**src/rtl/core/tdsm_pkg.sv**
```systemverilog
// types, constants and font table shared by the display driver
package tdsm_pkg;

    localparam int CODE_W = 4;
    localparam int DIGITS = 3;

    typedef logic [CODE_W-1:0] code_t;
    typedef code_t [DIGITS-1:0] codes_t;

    localparam code_t CODE_BLANK = 4'd10;
    localparam code_t CODE_MINUS = 4'd11;

    localparam logic signed [15:0] CLAMP_HIGH = 16'sd999;
    localparam logic signed [15:0] CLAMP_LOW = -16'sd99;

    localparam logic [2:0] DP_MASK_RESET = 3'd0;
    localparam logic [15:0] REFRESH_RESET = 16'd1000;

    typedef enum logic [0:0] {
        CFG_DP_MASK = 1'b0,
        CFG_REFRESH_PERIOD = 1'b1
    } cfg_index_t;

    typedef struct packed {
        logic [2:0] dp_mask;
        logic [15:0] refresh_period;
    } cfg_t;

    typedef struct packed {
        logic tick;
        logic load;
    } step_t;

    function automatic logic [6:0] font(input code_t code);
        logic [6:0] pat;
        begin
            case (code)
                4'd0: pat = 7'h3F;
                4'd1: pat = 7'h06;
                4'd2: pat = 7'h5B;
                4'd3: pat = 7'h4F;
                4'd4: pat = 7'h66;
                4'd5: pat = 7'h6D;
                4'd6: pat = 7'h7D;
                4'd7: pat = 7'h07;
                4'd8: pat = 7'h7F;
                4'd9: pat = 7'h6F;
                CODE_MINUS: pat = 7'h40;
                default: pat = 7'h00;
            endcase
            return pat;
        end
    endfunction

endpackage

```
**src/rtl/core/tdsm_in_if.sv**
```systemverilog
// input item channel
interface tdsm_in_if;
    logic valid;
    logic ready;
    logic func;
    logic signed [15:0] number;

    modport source (output valid, output func, output number, input ready);
    modport sink (input valid, input func, input number, output ready);
endinterface

```
**src/rtl/core/tdsm_out_if.sv**
```systemverilog
// result item channel
interface tdsm_out_if;
    logic valid;
    logic ready;
    logic [6:0] segments;
    logic point;
    logic [2:0] digit_enable;

    modport source (output valid, output segments, output point, output digit_enable,
                    input ready);
    modport sink (input valid, input segments, input point, input digit_enable,
                  output ready);
endinterface

```
**src/rtl/core/tdsm_cfg_if.sv**
```systemverilog
// configuration write channel
interface tdsm_cfg_if;
    logic valid;
    logic ready;
    logic [0:0] index;
    logic [15:0] data;

    modport source (output valid, output index, output data, input ready);
    modport sink (input valid, input index, input data, output ready);
endinterface

```
**src/rtl/core/tdsm_split.sv**
```systemverilog
// clamps a number and splits it into digit codes with blanking and sign
module tdsm_split (
    input  logic signed [15:0] number,
    output tdsm_pkg::codes_t   codes
);

    logic signed [15:0] clamped;
    logic               neg;
    logic [9:0]         mag;
    logic [15:0]        h_prod;
    logic [3:0]         hundreds;
    logic [9:0]         rem_full;
    logic [6:0]         rem;
    logic [14:0]        t_prod;
    logic [3:0]         tens;
    logic [6:0]         ones_full;
    logic [3:0]         ones;
    logic [15:0]        neg_val;

    always_comb
    begin
        if (number > tdsm_pkg::CLAMP_HIGH)
        begin
            clamped = tdsm_pkg::CLAMP_HIGH;
        end
        else if (number < tdsm_pkg::CLAMP_LOW)
        begin
            clamped = tdsm_pkg::CLAMP_LOW;
        end
        else
        begin
            clamped = number;
        end
        neg = clamped[15];
        neg_val = 16'(-clamped);
        mag = neg ? neg_val[9:0] : clamped[9:0];
    end

    // divide by 100 and by 10 through reciprocal multiplies, exact below 1000
    always_comb
    begin
        h_prod = 16'(mag) * 16'd41;
        hundreds = h_prod[15:12];
        rem_full = mag - 10'(hundreds) * 10'd100;
        rem = rem_full[6:0];
        t_prod = 15'(rem) * 15'd205;
        tens = t_prod[14:11];
        ones_full = rem - 7'(tens) * 7'd10;
        ones = ones_full[3:0];
    end

    always_comb
    begin
        codes[2] = ones;
        if (neg)
        begin
            if (mag < 10'd10)
            begin
                codes[0] = tdsm_pkg::CODE_BLANK;
                codes[1] = tdsm_pkg::CODE_MINUS;
            end
            else
            begin
                codes[0] = tdsm_pkg::CODE_MINUS;
                codes[1] = tens;
            end
        end
        else
        begin
            codes[0] = (mag < 10'd100) ? tdsm_pkg::CODE_BLANK : hundreds;
            codes[1] = (mag < 10'd10) ? tdsm_pkg::CODE_BLANK : tens;
        end
    end

endmodule

```
**src/rtl/core/tdsm_scan.sv**
```systemverilog
// digit store, refresh counter, scan position and latched drives
module tdsm_scan (
    input  logic                clk,
    input  logic                rst_n,
    input  tdsm_pkg::step_t     step,
    input  tdsm_pkg::codes_t    new_codes,
    input  tdsm_pkg::cfg_t      cfg,
    output logic [7:0]          segment_drive,
    output logic [2:0]          digit_drive
);

    tdsm_pkg::codes_t codes_reg;
    tdsm_pkg::codes_t codes_next;
    logic [15:0]      count_reg;
    logic [15:0]      count_next;
    logic [1:0]       scan_pos_reg;
    logic [1:0]       scan_pos_next;
    logic [7:0]       seg_reg;
    logic [7:0]       seg_next;
    logic [2:0]       dig_reg;
    logic [2:0]       dig_next;
    logic [16:0]      count_inc;
    logic             refresh;
    logic [1:0]       pos;
    tdsm_pkg::code_t  code;

    always_comb
    begin
        count_inc = {1'b0, count_reg} + 17'd1;
        refresh = step.tick && (count_inc >= {1'b0, cfg.refresh_period});
        pos = (scan_pos_reg == 2'd3) ? 2'd0 : scan_pos_reg;
        code = codes_reg[pos];
    end

    always_comb
    begin
        codes_next = step.load ? new_codes : codes_reg;
        count_next = count_reg;
        scan_pos_next = scan_pos_reg;
        seg_next = seg_reg;
        dig_next = dig_reg;
        if (step.tick)
        begin
            count_next = refresh ? 16'd0 : count_inc[15:0];
        end
        if (refresh)
        begin
            seg_next = {cfg.dp_mask[pos], tdsm_pkg::font(code)};
            dig_next = 3'd1 << pos;
            scan_pos_next = (pos >= 2'd2) ? 2'd0 : 2'(pos + 2'd1);
        end
    end

    always_ff @(posedge clk or negedge rst_n)
    begin
        if (!rst_n)
        begin
            codes_reg <= {tdsm_pkg::CODE_BLANK, tdsm_pkg::CODE_BLANK, tdsm_pkg::CODE_BLANK};
            count_reg <= 16'd0;
            scan_pos_reg <= 2'd0;
            seg_reg <= 8'd0;
            dig_reg <= 3'd0;
        end
        else
        begin
            codes_reg <= codes_next;
            count_reg <= count_next;
            scan_pos_reg <= scan_pos_next;
            seg_reg <= seg_next;
            dig_reg <= dig_next;
        end
    end

    assign segment_drive = seg_reg;
    assign digit_drive = dig_reg;

    a_digit_onehot: assert property (@(posedge clk) disable iff (!rst_n)
        $onehot0(dig_reg))
        else $error("digit drive not one-hot");

    a_load_holds_drive: assert property (@(posedge clk) disable iff (!rst_n)
        step.load |=> $stable(seg_reg) && $stable(dig_reg))
        else $error("show item changed the drive");

    a_scan_follows_drive: assert property (@(posedge clk) disable iff (!rst_n)
        dig_reg[2] |-> scan_pos_reg == 2'd0)
        else $error("scan position out of step with drive");

    a_tick_only_on_own_step: assert property (@(posedge clk) disable iff (!rst_n)
        !(step.tick && step.load))
        else $error("tick and load in one step");

endmodule

```
**src/rtl/core/three_digit_seven_segment_mux_unit.sv**
```systemverilog
// top level of the three-digit multiplexed seven-segment driver
//
//  channel     dir   fields                              accepted when
//  item_in     in    func, number                        valid && ready
//  result_out  out   segments, point, digit_enable       valid && ready
//  cfg         in    index (0 dp_mask, 1 period), data   valid && ready
//
//  one result per item
//  an item is accepted every cycle unless a stalled result keeps the input register full;
//  input register and drive register form the two stages, so a stalled result holds only one item back
//  reset blanks all digits, clears counter, scan position and drives,
//  sets period to 1000 and the point mask to zero
//  cfg is always ready
module three_digit_seven_segment_mux_unit (
    input  logic        clk,
    input  logic        rst_n,
    tdsm_in_if.sink     item_in,
    tdsm_out_if.source  result_out,
    tdsm_cfg_if.sink    cfg
);

    logic               s1_valid_reg;
    logic               s1_valid_next;
    logic               s1_func_reg;
    logic signed [15:0] s1_number_reg;
    logic               out_valid_reg;
    logic               out_valid_next;
    logic               s1_advance;
    logic               in_fire;
    tdsm_pkg::cfg_t     cfg_reg;
    tdsm_pkg::step_t    step;
    tdsm_pkg::codes_t   new_codes;
    logic [7:0]         segment_drive;
    logic [2:0]         digit_drive;

    assign s1_advance = !out_valid_reg || result_out.ready;
    assign item_in.ready = !s1_valid_reg || s1_advance;
    assign in_fire = item_in.valid && item_in.ready;
    assign cfg.ready = 1'b1;

    always_comb
    begin
        step.tick = s1_valid_reg && s1_advance && !s1_func_reg;
        step.load = s1_valid_reg && s1_advance && s1_func_reg;
        s1_valid_next = in_fire ? 1'b1 : (s1_advance ? 1'b0 : s1_valid_reg);
        out_valid_next = s1_advance ? s1_valid_reg : out_valid_reg;
    end

    always_ff @(posedge clk or negedge rst_n)
    begin
        if (!rst_n)
        begin
            s1_valid_reg <= 1'b0;
            out_valid_reg <= 1'b0;
            cfg_reg.dp_mask <= tdsm_pkg::DP_MASK_RESET;
            cfg_reg.refresh_period <= tdsm_pkg::REFRESH_RESET;
        end
        else
        begin
            s1_valid_reg <= s1_valid_next;
            out_valid_reg <= out_valid_next;
            if (cfg.valid)
            begin
                case (cfg.index)
                    tdsm_pkg::CFG_DP_MASK: cfg_reg.dp_mask <= cfg.data[2:0];
                    tdsm_pkg::CFG_REFRESH_PERIOD: cfg_reg.refresh_period <= cfg.data;
                    default: cfg_reg <= cfg_reg;
                endcase
            end
        end
    end

    always_ff @(posedge clk)
    begin
        if (in_fire)
        begin
            s1_func_reg <= item_in.func;
            s1_number_reg <= item_in.number;
        end
    end

    tdsm_split u_split (
        .number (s1_number_reg),
        .codes  (new_codes)
    );

    tdsm_scan u_scan (
        .clk           (clk),
        .rst_n         (rst_n),
        .step          (step),
        .new_codes     (new_codes),
        .cfg           (cfg_reg),
        .segment_drive (segment_drive),
        .digit_drive   (digit_drive)
    );

    assign result_out.valid = out_valid_reg;
    assign result_out.segments = segment_drive[6:0];
    assign result_out.point = segment_drive[7];
    assign result_out.digit_enable = digit_drive;

    a_stage_kept: assert property (@(posedge clk) disable iff (!rst_n)
        s1_valid_reg && !s1_advance |=> s1_valid_reg)
        else $error("waiting item dropped");

    a_result_follows_item: assert property (@(posedge clk) disable iff (!rst_n)
        s1_valid_reg && s1_advance |=> out_valid_reg)
        else $error("item advanced without result");

    a_no_result_without_item: assert property (@(posedge clk) disable iff (!rst_n)
        !out_valid_reg && !s1_valid_reg |=> !out_valid_reg)
        else $error("result without item");

endmodule

```
**src/flat_wrapper.sv**
```systemverilog
// flat-port wrapper written by rule: the top's interface ports become plain ports
module three_digit_seven_segment_mux_unit_flat 
  (clk, rst_n, item_in_valid, item_in_func, item_in_number, item_in_ready, result_out_valid, result_out_segments, result_out_point, result_out_digit_enable, result_out_ready, cfg_valid, cfg_index, cfg_data, cfg_ready);
  tdsm_in_if item_in_i ();
  tdsm_out_if result_out_i ();
  tdsm_cfg_if cfg_i ();
  input  logic clk;
  input  logic rst_n;
  input wire logic [$bits(item_in_i.valid)-1:0] item_in_valid;
  input wire logic [$bits(item_in_i.func)-1:0] item_in_func;
  input wire logic [$bits(item_in_i.number)-1:0] item_in_number;
  output wire logic [$bits(item_in_i.ready)-1:0] item_in_ready;
  output wire logic [$bits(result_out_i.valid)-1:0] result_out_valid;
  output wire logic [$bits(result_out_i.segments)-1:0] result_out_segments;
  output wire logic [$bits(result_out_i.point)-1:0] result_out_point;
  output wire logic [$bits(result_out_i.digit_enable)-1:0] result_out_digit_enable;
  input wire logic [$bits(result_out_i.ready)-1:0] result_out_ready;
  input wire logic [$bits(cfg_i.valid)-1:0] cfg_valid;
  input wire logic [$bits(cfg_i.index)-1:0] cfg_index;
  input wire logic [$bits(cfg_i.data)-1:0] cfg_data;
  output wire logic [$bits(cfg_i.ready)-1:0] cfg_ready;
  assign item_in_i.valid = item_in_valid;
  assign item_in_i.func = item_in_func;
  assign item_in_i.number = item_in_number;
  assign item_in_ready = item_in_i.ready;
  assign result_out_valid = result_out_i.valid;
  assign result_out_segments = result_out_i.segments;
  assign result_out_point = result_out_i.point;
  assign result_out_digit_enable = result_out_i.digit_enable;
  assign result_out_i.ready = result_out_ready;
  assign cfg_i.valid = cfg_valid;
  assign cfg_i.index = cfg_index;
  assign cfg_i.data = cfg_data;
  assign cfg_ready = cfg_i.ready;
  three_digit_seven_segment_mux_unit u_core (.clk(clk), .rst_n(rst_n), .item_in(item_in_i), .result_out(result_out_i), .cfg(cfg_i));
endmodule
```
**config.mk**
```make
export PLATFORM = sky130hd
export DESIGN_NAME = three_digit_seven_segment_mux_unit_flat
export DESIGN_NICKNAME = d
export VERILOG_FILES = /design/src/rtl/core/tdsm_pkg.sv /design/src/rtl/core/tdsm_in_if.sv /design/src/rtl/core/tdsm_out_if.sv /design/src/rtl/core/tdsm_cfg_if.sv /design/src/rtl/core/tdsm_split.sv /design/src/rtl/core/tdsm_scan.sv /design/src/rtl/core/three_digit_seven_segment_mux_unit.sv /design/src/flat_wrapper.sv
export SDC_FILE = /design/constraint.sdc
export NUM_CORES = 1
export LEC_CHECK = 0
export ABC_AREA = 0
export BUFFER_PORTS_ARGS = -buffer_cell sky130_fd_sc_hd__buf_4
export CELL_PAD_IN_SITES_DETAIL_PLACEMENT = 1
export CELL_PAD_IN_SITES_GLOBAL_PLACEMENT = 1
export CORE_MARGIN = 2
export CORE_UTILIZATION = 25
export CTS_CLUSTER_DIAMETER = 80
export DETAILED_ROUTE_END_ITERATION = 10
export PLACE_DENSITY_LB_ADDON = 0.15
export SETUP_SLACK_MARGIN = 0.1
export SLEW_MARGIN = 0
export SYNTH_ARGS = -nofsm -noshare
export SYNTH_HDL_FRONTEND = slang
export SYNTH_SLANG_ARGS = --single-unit
```
**constraint.sdc**
```tcl
create_clock -name clk -period 13.2 [get_ports clk]
set_input_delay 0 -clock clk [delete_from_list [all_inputs] [get_ports clk]]
set_output_delay 0 -clock clk [all_outputs]
set_load 0.01 [all_outputs]
```
==> flow_summary.yaml <==
synthesis:
  ys.flop_type: "dfrtp_1"
  synthArstFlopShare_pct: 77.92
  syn_inst: 641
  ys_seq_area_share_pct: 32.32
  synth_edf_count: 17
  yosysUniqueCellTypes: 64
  synth_seq_cells: 77
  synth_fp_nets: 791
  avgSynthCellArea_um2: 9.785
  ys_warn_count: 0
  synthesis.area_mm2: 0.006272
finish:
  drive_gt1_share_pct: 17.28
  largest_reg_flops: 19
  fillers: 2787
  area_growth_pct: 22.66
  insertedDiodeCount: 0
  design.final.nets: 874
sta:
  slew_headroom_pct: 40.50
  max_freq_mhz: 82.38
  skew_ns: 0.01165
  setup_tns_ns: 0
  setup_viol: 0
  min_period_ns: 12.14
  hold_viol_final: 0
  timing.final.crit_share_pct: 91.97
  worstMarginPinSlew_ns: 0.8924
  rsz0062_at_grt: "false"
  slew_viol_final: 0
routing:
  firstDrtPassIters: 4
  antenna_left: 0
  drc: 0
  vias: 4931
  vias_per_cell: 4.683
  drtIter0Drc: 180
  routed_wirelength_um: 16360
  wire_per_inst_um: 15.54
floorplan:
  design.core.area_mm2: 0.02446
  std_cell_rows: 57
  die_area_mm2: 0.02637
  io_pins: 53
  die_x_um: 162.4
  die-height_um: 162.4
  start_util_pct: 25.64
clock_tree:
  clk_pin_slew_ns: 0.06
  htree_levels: 3
  cts.sinks: 77
  cts_setup_buffers: 0
  cts_root_buf: "clkbuf_16"
  cts_tree: "built"
  numCtsBuffers: 9
  clkLatencyLatePin_ns: 0.34
  cts.path.max_buffers: 2
worst_setup_path:
  worstPathArrival_ns: 12.39
  crit_path_max_incr_delay_ns: 0.51
  critPathRequiredTime_ns: 13.45
  criticalPathCategory: "reg -> reg"
  reg2reg_depth: 47
  cp_num_cells: 47
  critPathCapture: "u_core.u_scan.codes_reg[11]"
  endpoint_kind: "flip-flop"
  cpMostUsedCell: "ha_1"
  slowest_stage: "fa_1"
  r2r_slack_ns: 1.06
  cp-start-kind: "flip-flop"
  rr_startpoint: "u_core.s1_number_reg[0]"
  crit_start: "u_core.s1_number_reg[0]"
  cp_max_fo: 20
  worstReg2RegEnd: "u_core.u_scan.codes_reg[11]"
  cp_top_family: "adder cells"
  path_buf_inv: 4
global_route:
  grt_first_pass_wirelength_um: 28170
  track_usage_pct: 13.31
  grt_pass1_vias: 5597
  grt_overflow: 0
  grt_antenna_before_repair: 0
  grt_max_degree: 61
status:
  status: "finished clean"
place:
  hpwl_um: 13190
  gp_congestion: 0.8104
  port-buffer-count: 51
job:
  cap_violations: 0
hold_path:
  hold_class: "in -> reg"
layout make-up:
class,instances,area (µm²),area share [%]
tap,324,405.4,5.269
timing repair buffer,90,768.2,9.985
sequential,77,2027,26.35
multi-input combinational,485,3949,51.33
clock inverter,6,86.33,1.122
inverter,61,229.0,2.976
clock buffer,10,229.0,2.976
synthesized netlist by cell type, types with 6 or more instances:
cell | instances | area share [%]
dfrtp_1 | 48 | 19
dfstp_2 | 12 | 5.0
nand4_1 | 9 | 0.90
nand2_1 | 47 | 2.8
or2_2 | 8 | 0.80
a31oi_1 | 6 | 0.60
a21o_1 | 9 | 1.1
a21oi_1 | 29 | 2.3
mux2i_1 | 15 | 2.4
nor3_1 | 10 | 0.80
xnor2_1 | 22 | 3.1
mux2_2 | 29 | 5.2
nand3_1 | 19 | 1.5
o21ai_0 | 32 | 2.6
nor2_1 | 45 | 2.7
clkbuf_1 | 13 | 0.78
xor2_1 | 12 | 1.7
fa_1 | 14 | 4.5
ha_1 | 97 | 19
inv_1 | 61 | 3.7
a22o_1 | 7 | 0.98
edfxtp_1 | 17 | 8.1
worst min path at each step:
stage / endpoint / slack, ns / from / cells past startpoint
floorplan: u_core.cfg_reg[0] / -0.30 / rst_n / 0
global placement: u_core.cfg_reg[11] / 0.15 / rst_n / 1
detailed placement: u_core.cfg_reg[12] / 0.17 / rst_n / 1
CTS: u_core.cfg_reg[16] / 0.06 / cfg_index / 3
global route: u_core.cfg_reg[18] / 0.08 / cfg_index / 3
finish: u_core.cfg_reg[16] / 0.07 / cfg_index / 3
routing by layer:
metal	wire length [µm]	vias up	GRT usage, %
met5	0	-	0
met3	318	13	2.317
met4	138	0	2.253
li1	-	2436	-
met2	8496	45	24.58
met1	7410	2437	16.41
cells by family after synthesis:
kind of cell | share of synthesized area, %
AOI/OAI and AO/OA | 12.11
xor gates and xnor gates | 4.748
buffers and inverters | 5.007
adders and majority gates | 23.98
muxes | 7.600
DFF | 32.32
and+or+nand+nor | 14.18
other | 0.05979
metrics by stage:
| step | utilization [%] | setup slack (ns) | std cells | hold WS (ns) | cell area (µm²) |
|---|---|---|---|---|---|
| final | 31.45 | 1.060 | 1053 | 0.06545 | 7694 |
| after CTS | 31.38 | 0.5769 | 1053 | 0.05624 | 7676 |
| after detailed placement | 28.58 | 0.5647 | 1000 | 0.1664 | 6990 |
| after global placement | 28.58 | 0.9952 | 1000 | 0.1483 | 6990 |
| after global routing | 31.45 | 0.1487 | 1053 | 0.07910 | 7694 |
| after floorplan | - | 1.958 | 641 | -0.2956 | 6272 |
repair_timing:
action / in CTS / in global routing
gates resized for setup: 0 / 3
endpoints found under the setup margin: 0 / 2
hold buffers: 37 / 0
endpoints found under the hold margin: 86 / 0
worst reg2reg max path: cells and delay by family (launching register included):
family / cells / cell delay [ns]
AND/OR/NAND/NOR: 10 / 2.37
XOR/XNOR: 5 / 0.73
buffers and inverters: 4 / 0.33
flip-flops: 1 / 0.47
adder cells (fa/ha/maj): 15 / 5.14
multiplexers: 1 / 0.21
AO/OA/AOI/OAI: 12 / 2.80
placed cells by master, fill, tap and decap left out, types with 3 or more instances in the layout:
master	count
ha_1	96
inv_1	61
buf_4	53
dfrtp_1	48
nand2_1	47
nor2_1	45
dlygate4sd3_1	37
o21ai_0	32
a21oi_1	29
mux2_2	29
xnor2_1	22
nand3_1	19
edfxtp_1	17
mux2i_1	15
fa_1	14
xor2_1	12
dfstp_2	12
nor3_1	10
nand4_1	9
a21o_1	9
clkbuf_16	9
or2_2	8
a22o_1	7
a31oi_1	6
and3_1	5
nor2b_1	5
a211o_1	4
o21a_1	4
nand2b_1	4
o211ai_1	3
nor4_1	3
a311oi_1	3
Power is left out: the tool's default activity adds up to more than one toggle a clock period on the data nets, which glitch-free logic cannot reach.
